<file path="src/rtl/dmmr_pkg.sv">
// shared types and constants of the dual motor mix and ramp unit
// register codes, reset values and the configuration structs; no dependencies
`timescale 1ns / 1ps
`default_nettype none

package dmmr_pkg;

   localparam int LANES = 2;
   localparam int LANE_A = 0;
   localparam int LANE_B = 1;

   localparam int CFG_WIDE_BITS = 16;
   localparam int CSR_INDEX_BITS = 3;

   localparam logic [CSR_INDEX_BITS-1:0] CSR_PULSE_CENTER = 3'd0;
   localparam logic [CSR_INDEX_BITS-1:0] CSR_PULSE_MIN    = 3'd1;
   localparam logic [CSR_INDEX_BITS-1:0] CSR_PULSE_MAX    = 3'd2;
   localparam logic [CSR_INDEX_BITS-1:0] CSR_DEADBAND     = 3'd3;
   localparam logic [CSR_INDEX_BITS-1:0] CSR_FULL_ON      = 3'd4;
   localparam logic [CSR_INDEX_BITS-1:0] CSR_RAMP_STEP    = 3'd5;
   localparam logic [CSR_INDEX_BITS-1:0] CSR_ARCADE       = 3'd6;
   localparam logic [CSR_INDEX_BITS-1:0] CSR_REVERSE      = 3'd7;

   localparam logic [CFG_WIDE_BITS-1:0] RESET_CENTER = 16'd1500;
   localparam logic [CFG_WIDE_BITS-1:0] RESET_MIN    = 16'd1000;
   localparam logic [CFG_WIDE_BITS-1:0] RESET_MAX    = 16'd2000;
   localparam logic [7:0] RESET_DEADBAND  = 8'd50;
   localparam logic [7:0] RESET_FULL_ON   = 8'd25;
   localparam logic [7:0] RESET_RAMP_STEP = 8'd2;

   typedef struct packed {
      logic [CFG_WIDE_BITS-1:0] center;
      logic [CFG_WIDE_BITS-1:0] min;
      logic [CFG_WIDE_BITS-1:0] max;
      logic [7:0]               deadband;
      logic [7:0]               margin;
   } clamp_cfg_type;

   typedef struct packed {
      clamp_cfg_type clamp;
      logic [7:0]    ramp_step;
      logic          arcade;
      logic [1:0]    reverse;
   } cfg_type;

endpackage

`default_nettype wire

</file>
<file path="src/rtl/dmmr_clamp.sv">
// pulse clamp with full-on margins and center deadband, combinational
// depends on dmmr_pkg for the clamp configuration struct
`timescale 1ns / 1ps
`default_nettype none

module dmmr_clamp
   import dmmr_pkg::*;
#(
   parameter int VALUE_BITS = 16
) (
   input  logic signed [VALUE_BITS-1:0] value,
   input  clamp_cfg_type                cfg,
   output logic signed [VALUE_BITS-1:0] result
);

   logic signed [VALUE_BITS-1:0] center;
   logic signed [VALUE_BITS-1:0] pmin;
   logic signed [VALUE_BITS-1:0] pmax;
   logic signed [VALUE_BITS-1:0] low_snap;
   logic signed [VALUE_BITS-1:0] high_snap;
   logic signed [VALUE_BITS-1:0] dead_low;
   logic signed [VALUE_BITS-1:0] dead_high;

   assign center    = signed'(VALUE_BITS'(cfg.center));
   assign pmin      = signed'(VALUE_BITS'(cfg.min));
   assign pmax      = signed'(VALUE_BITS'(cfg.max));
   assign low_snap  = pmin + signed'(VALUE_BITS'(cfg.margin));
   assign high_snap = pmax - signed'(VALUE_BITS'(cfg.margin));
   assign dead_low  = center - signed'(VALUE_BITS'(cfg.deadband));
   assign dead_high = center + signed'(VALUE_BITS'(cfg.deadband));

   always_comb begin
      priority if (value < low_snap) begin
         result = pmin;
      end else if (value < dead_low) begin
         result = value;
      end else if (value <= dead_high) begin
         result = center;
      end else if (value <= high_snap) begin
         result = value;
      end else begin
         result = pmax;
      end
   end

endmodule

`default_nettype wire

</file>
<file path="src/rtl/dmmr_ramp_lane.sv">
// one motor lane: speed and direction from the mixed pulse, ramp limited
// holds the previous speed and direction, which are also the lane output
`timescale 1ns / 1ps
`default_nettype none

module dmmr_ramp_lane #(
   parameter int PULSE_BITS = 12
) (
   input  logic                      clock,
   input  logic                      reset,
   input  logic                      update,
   input  logic signed [PULSE_BITS+3:0] radio,
   input  logic [PULSE_BITS-1:0]     center,
   input  logic [7:0]                step,
   output logic [PULSE_BITS-1:0]     speed,
   output logic                      dir
);

   localparam int VW = PULSE_BITS + 4;
   localparam int SW = PULSE_BITS + 1;

   logic [PULSE_BITS-1:0] speed_ff;
   logic [PULSE_BITS-1:0] speed_in;
   logic                  dir_ff;
   logic                  dir_in;

   logic signed [VW-1:0] diff;
   logic [VW-1:0]        diff_abs;
   logic [SW-1:0]        spd;
   logic [SW-1:0]        prev;
   logic [SW-1:0]        st;
   logic                 new_dir;
   logic [SW-1:0]        ramped;
   logic                 ramped_dir;

   assign diff     = radio - signed'(VW'(center));
   assign diff_abs = diff[VW-1] ? VW'(-diff) : VW'(diff);
   assign new_dir  = (diff > 0);
   assign spd      = {1'b0, diff_abs[PULSE_BITS-1:0]};
   assign prev     = {1'b0, speed_ff};
   assign st       = SW'(step);

   always_comb begin
      ramped     = spd;
      ramped_dir = new_dir;
      priority if (spd == '0) begin
         ramped = spd;
      end else if (new_dir == dir_ff) begin
         priority if (spd > prev && (spd - prev) > st) begin
            ramped = prev + st;
         end else if (spd < prev && (prev - spd) > st) begin
            ramped = prev - st;
         end else begin
            ramped = spd;
         end
      end else if ((spd + prev) > st) begin
         priority if (prev == st) begin
            ramped = '0;
         end else if (prev > st) begin
            ramped     = prev - st;
            ramped_dir = dir_ff;
         end else begin
            ramped = st - prev;
         end
      end else begin
         ramped = spd;
      end
   end

   assign speed_in = update ? ramped[PULSE_BITS-1:0] : speed_ff;
   assign dir_in   = update ? ramped_dir : dir_ff;

   always_ff @(posedge clock) begin
      if (reset) begin
         speed_ff <= '0;
         dir_ff   <= 1'b0;
      end else begin
         speed_ff <= speed_in;
         dir_ff   <= dir_in;
      end
   end

   assign speed = speed_ff;
   assign dir   = dir_ff;

   // centered input cuts the motor at once
   a_center_cut : assert property (@(posedge clock) disable iff (reset)
      (update && radio == signed'(VW'(center))) |=> (speed_ff == '0 && !dir_ff))
      else $error("centered input did not stop the motor");

   // speed never rises by more than the step
   a_slew : assert property (@(posedge clock) disable iff (reset)
      update |=> ({1'b0, speed_ff} <= {1'b0, $past(speed_ff)} + SW'($past(step))))
      else $error("speed rose faster than the ramp step");

   a_reset_state : assert property (@(posedge clock)
      reset |=> (speed_ff == '0 && !dir_ff))
      else $error("lane state not cleared by reset");

endmodule

`default_nettype wire

</file>
<file path="src/rtl/dual_motor_mix_ramp_unit.sv">
// top level of the dual motor mix and ramp unit: stream ports, registers, pipeline
// depends on dmmr_pkg, dmmr_clamp and dmmr_ramp_lane
`timescale 1ns / 1ps
`default_nettype none

// Takes one update tick per cycle unless stalled and returns one motor command
// per tick. Stage one clamps and optionally mirrors each channel in its own
// lane, stage two optionally mixes throttle and steering and clamps again,
// stage three runs the per-motor ramp limiters, whose speed and direction
// registers feed back into the next tick within that single stage; that loop
// allows one tick per cycle. The pipeline moves as a whole whenever the result
// register is empty or being taken. Configuration writes take effect at once
// and are meant for times with no tick in flight.

module dual_motor_mix_ramp_unit
   import dmmr_pkg::*;
#(
   parameter int PULSE_BITS = 12
) (
   input  logic clock,
   input  logic reset,

   input  logic                                  req_tvalid,
   output logic                                  req_tready,
   // pulse_a, pulse_b, zero fill
   input  logic [((2*PULSE_BITS+7)/8)*8-1:0]     req_tdata,
   // fault, lost_a, lost_b
   input  logic [2:0]                            req_tuser,

   output logic                                  rsp_tvalid,
   input  logic                                  rsp_tready,
   // speed_a, dir_a, speed_b, dir_b, zero fill
   output logic [((2*PULSE_BITS+2+7)/8)*8-1:0]   rsp_tdata,

   input  logic                                  csr_we,
   input  logic [CSR_INDEX_BITS-1:0]             csr_index,
   input  logic [PULSE_BITS-1:0]                 csr_wdata
);

   localparam int VW = PULSE_BITS + 4;
   localparam int RSP_BITS = ((2*PULSE_BITS+2+7)/8)*8;

   cfg_type cfg_ff;
   cfg_type cfg_in;

   always_comb begin
      cfg_in = cfg_ff;
      if (csr_we) begin
         unique case (csr_index)
            CSR_PULSE_CENTER: cfg_in.clamp.center   = CFG_WIDE_BITS'(csr_wdata);
            CSR_PULSE_MIN:    cfg_in.clamp.min      = CFG_WIDE_BITS'(csr_wdata);
            CSR_PULSE_MAX:    cfg_in.clamp.max      = CFG_WIDE_BITS'(csr_wdata);
            CSR_DEADBAND:     cfg_in.clamp.deadband = csr_wdata[7:0];
            CSR_FULL_ON:      cfg_in.clamp.margin   = csr_wdata[7:0];
            CSR_RAMP_STEP:    cfg_in.ramp_step      = csr_wdata[7:0];
            CSR_ARCADE:       cfg_in.arcade         = csr_wdata[0];
            CSR_REVERSE:      cfg_in.reverse        = csr_wdata[1:0];
            default:          cfg_in = cfg_ff;
         endcase
      end
   end

   always_ff @(posedge clock) begin
      if (reset) begin
         cfg_ff.clamp.center   <= CFG_WIDE_BITS'(PULSE_BITS'(RESET_CENTER));
         cfg_ff.clamp.min      <= CFG_WIDE_BITS'(PULSE_BITS'(RESET_MIN));
         cfg_ff.clamp.max      <= CFG_WIDE_BITS'(PULSE_BITS'(RESET_MAX));
         cfg_ff.clamp.deadband <= RESET_DEADBAND;
         cfg_ff.clamp.margin   <= RESET_FULL_ON;
         cfg_ff.ramp_step      <= RESET_RAMP_STEP;
         cfg_ff.arcade         <= 1'b0;
         cfg_ff.reverse        <= 2'b00;
      end else begin
         cfg_ff <= cfg_in;
      end
   end

   logic signed [VW-1:0] center_v;
   logic signed [VW-1:0] span_v;

   assign center_v = signed'(VW'(cfg_ff.clamp.center));
   assign span_v   = signed'(VW'(cfg_ff.clamp.min)) + signed'(VW'(cfg_ff.clamp.max));

   // pipeline control
   logic advance;
   logic valid1_ff, valid1_in;
   logic valid2_ff, valid2_in;
   logic rsp_valid_ff, rsp_valid_in;

   assign advance      = !rsp_valid_ff || rsp_tready;
   assign req_tready   = advance;
   assign valid1_in    = advance ? req_tvalid : valid1_ff;
   assign valid2_in    = advance ? valid1_ff : valid2_ff;
   assign rsp_valid_in = advance ? valid2_ff : rsp_valid_ff;

   always_ff @(posedge clock) begin
      if (reset) begin
         valid1_ff    <= 1'b0;
         valid2_ff    <= 1'b0;
         rsp_valid_ff <= 1'b0;
      end else begin
         valid1_ff    <= valid1_in;
         valid2_ff    <= valid2_in;
         rsp_valid_ff <= rsp_valid_in;
      end
   end

   // stage one: per-lane clamp and mirror
   logic [PULSE_BITS-1:0] pulse   [LANES];
   logic signed [VW-1:0]  first_in  [LANES];
   logic signed [VW-1:0]  first_out [LANES];
   logic signed [VW-1:0]  mirror  [LANES];
   logic signed [VW-1:0]  lane1_ff [LANES];
   logic signed [VW-1:0]  lane1_in [LANES];
   logic                  hold1_ff, hold1_in;
   logic                  hold;

   assign pulse[LANE_A] = req_tdata[PULSE_BITS-1:0];
   assign pulse[LANE_B] = req_tdata[2*PULSE_BITS-1:PULSE_BITS];
   assign hold = (|req_tuser) || (pulse[LANE_A] == '0) || (pulse[LANE_B] == '0);
   assign hold1_in = advance ? hold : hold1_ff;

   for (genvar l = 0; l < LANES; l++) begin : g_front
      assign first_in[l] = signed'(VW'(pulse[l]));
      dmmr_clamp #(.VALUE_BITS(VW)) u_clamp (
         .value  (first_in[l]),
         .cfg    (cfg_ff.clamp),
         .result (first_out[l])
      );
      assign mirror[l]   = cfg_ff.reverse[l] ? (span_v - first_out[l]) : first_out[l];
      assign lane1_in[l] = advance ? mirror[l] : lane1_ff[l];
   end

   always_ff @(posedge clock) begin
      hold1_ff <= hold1_in;
      lane1_ff <= lane1_in;
   end

   // stage two: optional arcade mix of the lanes, clamp again, center for held ticks
   logic signed [VW-1:0] steer;
   logic signed [VW-1:0] mixed   [LANES];
   logic signed [VW-1:0] second  [LANES];
   logic signed [VW-1:0] lane2_ff [LANES];
   logic signed [VW-1:0] lane2_in [LANES];

   assign steer = lane1_ff[LANE_B] - center_v;
   assign mixed[LANE_A] = cfg_ff.arcade ? (lane1_ff[LANE_A] + steer) : lane1_ff[LANE_A];
   assign mixed[LANE_B] = cfg_ff.arcade ? (lane1_ff[LANE_A] - steer) : lane1_ff[LANE_B];

   for (genvar l = 0; l < LANES; l++) begin : g_mix
      dmmr_clamp #(.VALUE_BITS(VW)) u_clamp (
         .value  (mixed[l]),
         .cfg    (cfg_ff.clamp),
         .result (second[l])
      );
      assign lane2_in[l] = advance ? (hold1_ff ? center_v : second[l]) : lane2_ff[l];
   end

   always_ff @(posedge clock) begin
      lane2_ff <= lane2_in;
   end

   // stage three: ramp limiters, their state is the result
   logic                  ramp_update;
   logic [PULSE_BITS-1:0] speed [LANES];
   logic                  dir   [LANES];

   assign ramp_update = advance && valid2_ff;

   for (genvar l = 0; l < LANES; l++) begin : g_ramp
      dmmr_ramp_lane #(.PULSE_BITS(PULSE_BITS)) u_ramp (
         .clock  (clock),
         .reset  (reset),
         .update (ramp_update),
         .radio  (lane2_ff[l]),
         .center (cfg_ff.clamp.center[PULSE_BITS-1:0]),
         .step   (cfg_ff.ramp_step),
         .speed  (speed[l]),
         .dir    (dir[l])
      );
   end

   assign rsp_tvalid = rsp_valid_ff;
   assign rsp_tdata  = RSP_BITS'({dir[LANE_B], speed[LANE_B], dir[LANE_A], speed[LANE_A]});

   a_result_follows : assert property (@(posedge clock) disable iff (reset)
      (advance && valid2_ff) |=> rsp_tvalid)
      else $error("stage two item did not reach the result register");

   a_bubble_follows : assert property (@(posedge clock) disable iff (reset)
      (advance && !valid2_ff) |=> !rsp_tvalid)
      else $error("result appeared without an item behind it");

   a_frozen : assert property (@(posedge clock) disable iff (reset)
      !advance |=> ($stable(valid1_ff) && $stable(valid2_ff)))
      else $error("pipeline moved while the result was stalled");

endmodule

`default_nettype wire

</file>
<file path="config.mk">
export PLATFORM = sky130hd
export DESIGN_NAME = dual_motor_mix_ramp_unit
export DESIGN_NICKNAME = d
export VERILOG_FILES = /design/src/rtl/dmmr_pkg.sv /design/src/rtl/dmmr_clamp.sv /design/src/rtl/dmmr_ramp_lane.sv /design/src/rtl/dual_motor_mix_ramp_unit.sv
export SDC_FILE = /design/constraint.sdc
export NUM_CORES = 1
export LEC_CHECK = 0
export BUFFER_PORTS_ARGS = -buffer_cell sky130_fd_sc_hd__buf_2
export CAP_MARGIN = 20
export CELL_PAD_IN_SITES_DETAIL_PLACEMENT = 2
export CELL_PAD_IN_SITES_GLOBAL_PLACEMENT = 2
export CORE_MARGIN = 2
export CORE_UTILIZATION = 43
export DETAILED_ROUTE_END_ITERATION = 6
export PLACE_DENSITY = 0.89
export SYNTH_ARGS = -nofsm -noshare
export SYNTH_HDL_FRONTEND = slang
export SYNTH_SLANG_ARGS = --single-unit
</file>
<file path="constraint.sdc">
create_clock -name clock -period 12.5 [get_ports clock]
set_clock_uncertainty 0.2 [all_clocks]
set_input_delay 2.5 -clock clock [delete_from_list [all_inputs] [get_ports clock]]
set_output_delay 2.5 -clock clock [all_outputs]
set_load 0.005 [all_outputs]
</file>
* Word level (Yosys, flattened, before mapping)
Cells that the tools add are included.
** Operators by class
- Muxes and demuxes :: 48
- Reduce and logical (&&, ||, !) cells :: 27
- Add/sub/neg operators :: 26
- Magnitude comparators :: 30
- Equality and inequality tests :: 13
** Operators by type and width (number)
- 12-bit 2-to-1 mux :: 22
- 16-bit 2-to-1 mux :: 16
- 13-bit by 8-bit > comparator with 1-bit output :: 6
- 13-bit by 16-bit <= comparator with 1-bit output :: 4
- 16-bit <= comparator :: 4
- 13-bit by 16-bit less-than comparator with 1-bit output :: 4
- 16-bit less-than comparator :: 4
- 12-bit by 12-bit subtractor with 13-bit output :: 4
- 16-bit by 13-bit subtractor with 16-bit output :: 3
- 12-bit by 12-bit adder with 13-bit output :: 3
- 16-bit by 1-bit > comparator with 1-bit output, second input constant :: 2
- 14-bit by 16-bit subtractor with 16-bit output :: 2
- 12-bit by 8-bit adder with 13-bit output :: 2
- 13-bit zero test :: 2
- 12-bit by 8-bit subtractor with 13-bit output :: 2
- 12-bit by 8-bit adder with 12-bit output :: 2
- 12-bit by 8-bit equality test with 1-bit output :: 2
- 12-bit > comparator :: 2
- 12-bit by 8-bit > comparator with 1-bit output :: 2
- 12-bit zero test :: 2
- 12-bit less-than comparator :: 2
- 12-bit negation :: 2
- 12-bit by 8-bit subtractor with 12-bit output :: 2
- 8-bit by 12-bit subtractor with 12-bit output :: 2
- 15 further kinds :: 46
** Word-level totals
- Register bits after elaboration :: 157
- Output and inout port bits :: 34
- Input bits :: 47
- Logic and storage cells :: 166

* Logic depth before layout (Yosys ltp)
Gate-level depths: netlist (run 1).
- Word-level depth :: 10
- Gate-level depth with buffers :: 38
- Depth with buffers taken out :: 36

* Modules after synthesis
Synthesis (run 1) repeated with hierarchy kept, for this count alone.
** Unflattened totals
- Cells, all modules :: 4751
- Area, all modules :: 36641.4 sq um
** Modules (own cells, without submodules)
- dual_motor_mix_ramp_unit :: area an instance 9268.9 sq um, seq. area each 3273.1 sq um, cells each 1075, instances 1
- dmmr_ramp_lane at g_ramp[0].u_ramp :: area an instance 6144.6 sq um, seq. area each 260.2 sq um, cells each 843, instances 1
- dmmr_ramp_lane at g_ramp[1].u_ramp :: area an instance 5726.7 sq um, seq. area each 260.2 sq um, cells each 786, instances 1
- dmmr_clamp at g_mix[0].u_clamp :: area an instance 4140.2 sq um, seq. area each 0.0 sq um, cells each 558, instances 1
- dmmr_clamp at g_front[0].u_clamp :: area an instance 3847.4 sq um, seq. area each 0.0 sq um, cells each 519, instances 1
- dmmr_clamp at g_mix[1].u_clamp :: area an instance 3806.2 sq um, seq. area each 0.0 sq um, cells each 495, instances 1
- dmmr_clamp at g_front[1].u_clamp :: area an instance 3707.3 sq um, seq. area each 0.0 sq um, cells each 475, instances 1

* Worst setup path after synthesis (run 1)
Ideal clock, no wire load.
- Path type :: input to register
- Start :: input port req_tdata[13]
- End :: register lane1_ff[11] (netlist name) (data pin)
- Buffers on the path :: 1
- Stages :: 27
- Setup slack :: 4897 ps
- Arrival time :: 7144 ps
- Cells stage by stage :: ha_1 > nor2b_1 > o21a_1 > o21a_1 > o21a_1 > o21a_1 > o21a_1 > o21a_1 > o21ai_0 > a31o_2 > clkbuf_1 > nor3_1 > a2111oi_0 > a21oi_1 > ha_1 > nor2b_1 > o21ai_0 > a21boi_0 > o21ai_0 > a21boi_0 > o21ai_0 > nand2b_1 > a21o_1 > a21o_1 > a31oi_1 > mux2i_1 > a211o_1
** RTL lines
- from (decl) :: line dual_motor_mix_ramp_unit.sv:26 : input logic [((2*PULSE_BITS+7)/8)*8-1:0] req_tdata,
- to (signal assigned) :: line dual_motor_mix_ramp_unit.sv:136 : lane1_ff <= lane1_in;
- to (decl) :: line dual_motor_mix_ramp_unit.sv:113 : logic signed [VW-1:0] lane1_ff [LANES];

* Worst setup path in the final report (run 1)
- Start :: register, netlist name center_v[9]
- End :: register lane2_ff[16] (netlist name) (data pin)
** Between the ends
- Word-level cells in the longest chain between the ends :: 9
- Elaborated cells on any way between the ends :: 14
** Ends and longest elaborated chain
- 16-bit by 13-bit subtractor with 16-bit output :: line dual_motor_mix_ramp_unit.sv:146 : assign steer = lane1_ff[LANE_B] - center_v;
- 16-bit adder :: line dual_motor_mix_ramp_unit.sv:147 : assign mixed[LANE_A] = cfg_ff.arcade ? (lane1_ff[LANE_A] + steer) : lane1_ff[LANE_A];
- 16-bit 2-to-1 mux :: line dual_motor_mix_ramp_unit.sv:147
- 16-bit <= comparator :: line dmmr_clamp.sv:39 : end else if (value <= high_snap) begin
- 16-bit 2-to-1 mux :: line dmmr_clamp.sv:39
- 16-bit 2-to-1 mux :: line dmmr_clamp.sv:37 : end else if (value <= dead_high) begin
- 16-bit 2-to-1 mux :: line dmmr_clamp.sv:35 : end else if (value < dead_low) begin
- 12-bit 2-to-1 mux * :: line dmmr_clamp.sv:33 : priority if (value < low_snap) begin
- 12-bit 2-to-1 mux * :: line dual_motor_mix_ramp_unit.sv:156 : assign lane2_in[l] = advance ? (hold1_ff ? center_v : second[l]) : lane2_ff[l];
- to (signal assigned) :: line dual_motor_mix_ramp_unit.sv:160 : lane2_ff <= lane2_in;
- to (decl) :: line dual_motor_mix_ramp_unit.sv:143 : logic signed [VW-1:0] lane2_ff [LANES];
Mark *: on every way between the ends. The rest lies on a longest branch, timed or not.
A chain may end at the register's enable or synchronous reset.

==> summary.txt, run 1 <==
Clock tree
  – CTS Hold Buffers Added: 0
  – Num CTS Buffers: 17
  – CTS Sinks: 157
  – Post-CTS Setup Repair Bufs: 0
  – Clk root buf: clkbuf_16
  – Clock buffer depth: 2
  – # resized after CTS: 0
  – H-tree levels: 4
  – Clk_lat worst skew: 520 ps
  – Clock transition at path regs: 80 ps
  – TritonCTS clock tree: yes

Floorplanning
  – Die height: 260 um
  – Core Footprint: 0.0646 mm2
  – Initial Utilization: 43.6%
  – Die X: 260 um
  – IO Count: 81
  – Die area: 0.0676 mm2
  – Row Count: 93

Yosys
  – Avg Inst Size Synth: 7.77 um2
  – Most common flop cell mapped by yosys: dfxtp_1
  – Yosys cell types: 105
  – Async S/R FF share, synth: 0%
  – Complex-gate fraction of the synthesized area: 28.6%
  – Multiplexer share of the synthesized area: 3.26%
  – Mapped cell area: 0.0282 mm2
  – Cells after Synth: 3,628
  – Area share of fa/ha/maj cells after synthesis: 23.5%
  – YS warnings: 0
  – #FFs+latches synth: 157
  – Largest family of logic cells by synthesized area: compound AO/OA/AOI/OAI gates
  – Synth Area in XOR/XNOR: 6.69%
  – Sequential area share after synthesis: 13.5%
  – Post-synthesis simple-gate area fraction: 18.7%
  – Post-synth EDFFs: 65

Setup path
  – Worst EP arrival: 9690 ps
  – Slowest stage delay, CP: 980 ps
  – CP endpoint kind: flop
  – Max FO, Critical Path: 15
  – Cell family with the largest share of critical-path delay: compound AO/OA/AOI/OAI gates
  – RR Startpoint: center_v[9]
  – CP max-delay cell: dfxtp_1
  – CP bufs+invs: 3
  – Worst R2R Setup Slack: 2820 ps
  – FF-to-FF path depth: 26
  – Startpoint types: flop
  – Worst r2r dst: lane2_ff[16]
  – WS Path Type: reg -> reg
  – Crit path required time: 12,510 ps

Placement
  – Port Buffers: 74
  – HPWL after DPL: 113,000 um
  – Final Wtd Congestion: 1.04

Pwr
  – Seq pwr share: 8.9%
  – Pwr Density: 282 mW/mm2
  – Leak: 13.0 nW
  – Max IR drop VDD: 0.169 mV
  – Net Switching: 4.99 mW
  – Clock group share of total power: 7.0%
  – Total power: 8.49 mW
  – Internal cell power: 3.49 mW
  – Share of total power in combinational logic: 84.1%
  – Switching share of power: 58.8%

Cells and area
  – Area Growth Syn to Fin: 6.75%
  – Final Net Count: 4,190
  – Final core area utilization: 46.6%
  – Proportion of layout cells with a drive suffix above 1: 7.16%

Route
  – WL/cell: 31.4 um
  – DR vias: 30,800
  – Iter 0 DRT Violations: 2,529
  – Pre-antenna DRT Iters: 5
  – WL final: 141,000 um
  – Antenna Nets Post-Route: 0
  – Post-route DRC violation count: 0
  – DR vias/cell: 6.84

Timing
  – Aggregate negative setup slack: 0 ps
  – Worst hold slack: 318 ps
  – Worst-Margin Slew: 1150 ps
  – Min Tclk post-route: 9680 ps
  – Final hold vios: 0
  – Final setup fails: 0
  – Slew HR: 22.8%
  – Unrepaired setup endpoints after global routing: false
  – Period utilization: 77.5%
  – Achievable frequency: 0.103 GHz
  – Slew Limit Fails: 0

Global route
  – GRT Resource Usage Total: 41.2%
  – Initial antenna violation count: 4
  – Grt total ovfl: 0
  – First-pass GRT wire length: 212,000 um
  – Vias in the first global route: 33,600
  – Largest net degree at the start of global routing: 61

Hold path
  – Hold Startpoint: valid1_ff
  – Hold endpoint: valid2_ff
  – Hold/Removal Path Class: reg -> reg
  – Hold Crit Depth: 2

Flow run
  – Max cap viols: 0

Outcome
  – Status: finished clean
-- worst max path at each step --
stage	depth (start not counted)	from	to	slack (ps)
6_report	26	center_v[9]	lane2_ff[16]	2820
4_1_cts	30	center_v[9]	g_ramp[1].u_ramp.speed[11]	2980
5_1_grt	30	center_v[9]	g_ramp[1].u_ramp.speed[11]	2260
2_1_floorplan	27	req_tdata[13]	lane1_ff[11]	4900
3_5_place_dp	30	center_v[9]	g_ramp[1].u_ramp.speed[11]	3060
3_3_place_gp	30	center_v[9]	g_ramp[1].u_ramp.speed[11]	3190
-- layout make-up --
type	instances	area, um2
clock buffer	17	425
clock inverter	15	198
inverter	265	995
fill	7464	34500
antenna	3	7.51
multi-input combinational	3067	22800
timing repair buffer	124	753
tap	855	1070
sequential	157	3790
-- cells by family after synthesis --
group,after synthesis
other cells,1
fa+ha+maj,515
compound gates,1167
xor+xnor,209
mux,89
flops,157
simple gates,1079
buf+inv,411
-- flip-flops by register name, indices dropped and copies added, names as in the netlist --
name	cells
valid2_ff	1
rsp_tvalid	1
g_ramp.u_ramp.dir	2
g_ramp.u_ramp.speed	24
cfg_ff	51
lane2_ff	32
hold1_ff	1
valid1_ff	1
lane1_ff	32
center_v	12
-- synth_stat cells, drive strengths merged (81+ instances only) --
| master | number | area (um2) |
|---|---|---|
| ha | 487 | 6090 |
| xnor2 | 154 | 1350 |
| nand3 | 81 | 405 |
| clkbuf | 110 | 413 |
| dfxtp | 92 | 1840 |
| inv | 259 | 972 |
| nor2 | 266 | 1000 |
| o21ai | 209 | 1050 |
| a21oi | 272 | 1370 |
| nor3 | 96 | 495 |
| nand2 | 275 | 1040 |
| a21o | 90 | 678 |
-- stage by stage --
stage	cells	worst slack, ps	area, um2
global placement	4461	3190	29400
floorplan	3635	4900	28200
finish	4503	2820	30100
detailed placement	4463	3060	29400
CTS	4495	2980	30000
global route	4502	2260	30100
-- layer usage --
layer,track usage (%),vias up,part of all wire [%]
li1,-,13400,-
met1,46.2,15400,38
met2,69.5,1335,47
met3,7.46,597,6.1
met4,31.0,2,8.9
met5,0,-,0.0064
-- worst reg2reg max path, delay by kind of cell, from the launching register on --
kind / cells / cell delay, ps
AND/OR/NAND/NOR: 6 / 1020
multiplexers: 2 / 570
adder cells (fa/ha/maj): 3 / 1090
AO/OA/AOI/OAI: 10 / 3240
buffers and inverters: 3 / 1310
XOR/XNOR: 2 / 960
flip-flops: 1 / 980
-- cells in the final DEF (no fill, tap or decap), drive strengths merged, types with 19 or more instances in the layout --
cell type	instances
a211oi	45
a21boi	19
a21o	90
a21oi	272
a31oi	32
and2	33
and3	27
buf	122
clkbuf	19
dfxtp	92
edfxtp	65
fa	24
ha	487
inv	266
mux2	22
mux2i	67
nand2	275
nand2b	55
nand3	81
nand4	47
nor2	266
nor2b	64
nor3	96
nor4	35
o211ai	44
o21a	74
o21ai	209
o21bai	61
o221ai	26
o31ai	34
or2	23
or3	36
xnor2	154
xor2	51
-- power groups by stage --
| stage | clock [mW] | combinational, mW | sequential [mW] |
|---|---|---|---|
| 6_report | 0.593 | 7.14 | 0.754 |
| 3_3_place_gp | 0 | 6.40 | 0.751 |
| 5_1_grt | 0.614 | 7.72 | 0.758 |
| 2_1_floorplan | 0 | 4.83 | 0.685 |
| 3_5_place_dp | 0 | 6.87 | 0.758 |
| 4_1_cts | 0.594 | 6.96 | 0.747 |
(Power assumes the default switching activity.)
==> run 2: changes to the inputs <==
- CORE_UTILIZATION: 43 -> 36
- PLACE_DENSITY: 0.89 -> 0.79
- clock period: 12.5 -> 8.53 ns (I/O delays scaled with it)
==> run 2 against run 1 <==
  * Power rose by 46%
  * Non-clock buffer count rose by 68
  * Global-route usage fell by 8.6 points
  * Fmax rose by 19%
  * Routed wire length fell by 5.3%
  * Worst setup slack got worse by 2400 ps
  * Die area rose by 19%
  * Register-to-register slack got worse by 2400 ps
  * Largest cell class unchanged
  * Highest routed layer unchanged
==> summary.txt, run 2 (synthesis results as in run 1) <==
Timing
  – Fin worst setup slack: 378 ps
  – Worst hold slack: 353 ps
  – Period utilization: 95.6%
  – Min Tclk post-route: 8150 ps
  – Achievable frequency: 0.123 GHz
  – Final setup fails: 0
  – Final hold vios: 0
  – Slew HR: 23.9%
  – Aggregate negative setup slack: 0 ps
  – Slew Limit Fails: 0
  – Worst-Margin Slew: 1130 ps

Placement
  – HPWL after DPL: 107,000 um
  – Final Wtd Congestion: 0.958
  – Placed instance area: 0.0302 mm2
  – Port Buffers: 74
  – Pre-CTS setup slack: 194 ps
  – Placed insts: 4,717

Setup path
  – Cell mode on critical path: a21oi_1
  – Cell family with the largest share of critical-path delay: compound AO/OA/AOI/OAI gates
  – Startpoint types: flop
  – RR Startpoint: center_v[0]
  – Worst r2r dst: lane2_ff[19]
  – CP endpoint kind: flop
  – Worst R2R Setup Slack: 380 ps
  – Slowest stage delay, CP: 510 ps
  – Worst EP arrival: 8170 ps
  – FF-to-FF path depth: 31
  – Max FO, Critical Path: 10
  – CP max-delay cell: dfxtp_1
  – CP bufs+invs: 2
  – Crit path required time: 8550 ps
  – WS Path Type: reg -> reg

Route
  – DR vias: 30,000
  – Antenna Nets Post-Route: 0
  – WL final: 134,000 um
  – WL/cell: 28.1 um
  – Pre-antenna DRT Iters: 5
  – Post-route DRC violation count: 0
  – Iter 0 DRT Violations: 2,101
  – DR vias/cell: 6.31

Cells and area
  – Commonest non-fill, non-tap cells in the layout: 487 x ha_1, 273 x nand2_1, 267 x a21oi_1, 263 x nor2_1, 258 x inv_1
  – Largest register FFs: 51
  – Area Growth Syn to Fin: 9.75%
  – Proportion of layout cells with a drive suffix above 1: 9.35%
  – Biggest register: cfg_ff
  – Commonest non-fill, non-tap cell in the layout: ha_1
  – Final core area utilization: 39.9%
  – Final Net Count: 4,258
  – Fin area: 0.0309 mm2
  – Finished Layout Cells: 4,756
  – Largest regs: cfg_ff x51, lane1_ff x32, lane2_ff x32

Global route
  – Grt total ovfl: 0
  – First-pass GRT wire length: 202,000 um
  – GRT Resource Usage Total: 32.6%
  – Initial antenna violation count: 11
  – Vias in the first global route: 31,900
  – Largest net degree at the start of global routing: 66

Hold path
  – Hold/Removal Path Class: reg -> reg
  – Hold Crit Depth: 2
  – Hold endpoint: cfg_ff[19]
  – Hold Startpoint: cfg_ff[19]

Outcome
  – Status: finished clean

Flow run
  – Max cap viols: 0

Floorplanning
  – Initial Utilization: 36.4%
  – Core Footprint: 0.0775 mm2
  – Die height: 284 um
  – Row Count: 102
  – Die area: 0.0805 mm2
  – IO Count: 81
  – Die X: 284 um

Pwr
  – Leak: 13.3 nW
  – Total power: 12.4 mW
  – Max IR drop VDD: 0.217 mV
  – Pwr Density: 400 mW/mm2

Clock tree
  – Clock buffer depth: 2
  – Num CTS Buffers: 17
  – TritonCTS clock tree: yes
  – H-tree levels: 4
  – Clk root buf: clkbuf_16
  – Clk_lat worst skew: 510 ps
  – CTS Hold Buffers Added: 0
  – Clock transition at path regs: 80 ps
  – CTS Sinks: 157
-- run 2: how the worst max path moves through the flow --
stage / to / startpoint / depth (start not counted) / slack, ps
CTS: lane2_ff[19] / center_v[1] / 29 / 60
global route: lane1_ff[11] / center_v[0] / 36 / -2
global placement: lane2_ff[22] / center_v[1] / 29 / 490
floorplan: lane2_ff[17] / center_v[1] / 30 / 1320
detailed placement: lane2_ff[19] / center_v[1] / 29 / 190
finish: lane2_ff[19] / center_v[0] / 31 / 380
-- run 2: repair_timing --
item / in CTS / in global routing
resized for setup: 0 / 21
setup buffers: 0 / 1
setup endpoints to repair: 0 / 40
-- run 2: metal layers --
| layer | up-vias | share of wire, % | GRT usage (%) | routed length, um |
|---|---|---|---|---|
| met4 | 6 | 5.9 | 17.5 | 7920 |
| met5 | - | 0.028 | 0 | 37 |
| li1 | 13600 | - | - | - |
| met3 | 338 | 5.2 | 4.82 | 6890 |
| met1 | 15100 | 42 | 39.6 | 56200 |
| met2 | 957 | 47 | 55.3 | 62800 |
-- run 2: final cells by class --
type / instances / area, um2
Antenna cell: 3 / 7.51
Clock buffer: 20 / 489
Clock inverter: 12 / 136
Fill cell: 9148 / 46500
Inverter: 265 / 995
Multi-Input combinational cell: 3067 / 22900
Sequential cell: 157 / 3800
Tap cell: 1040 / 1300
Timing Repair Buffer: 192 / 1270
-- run 2: worst min-delay path, stage by stage, from the launching register on --
cell	delay, ps
dfxtp_1	370
nand2_1	80
a21oi_1	60
-- run 2: where the power goes --
group,internal (mW),switching (mW),leakage [nW]
Clock,0.456,0.425,0.309
Sequential,0.894,0.194,1.44
Combinational,3.98,6.42,11.6
Total,5.33,7.04,13.3
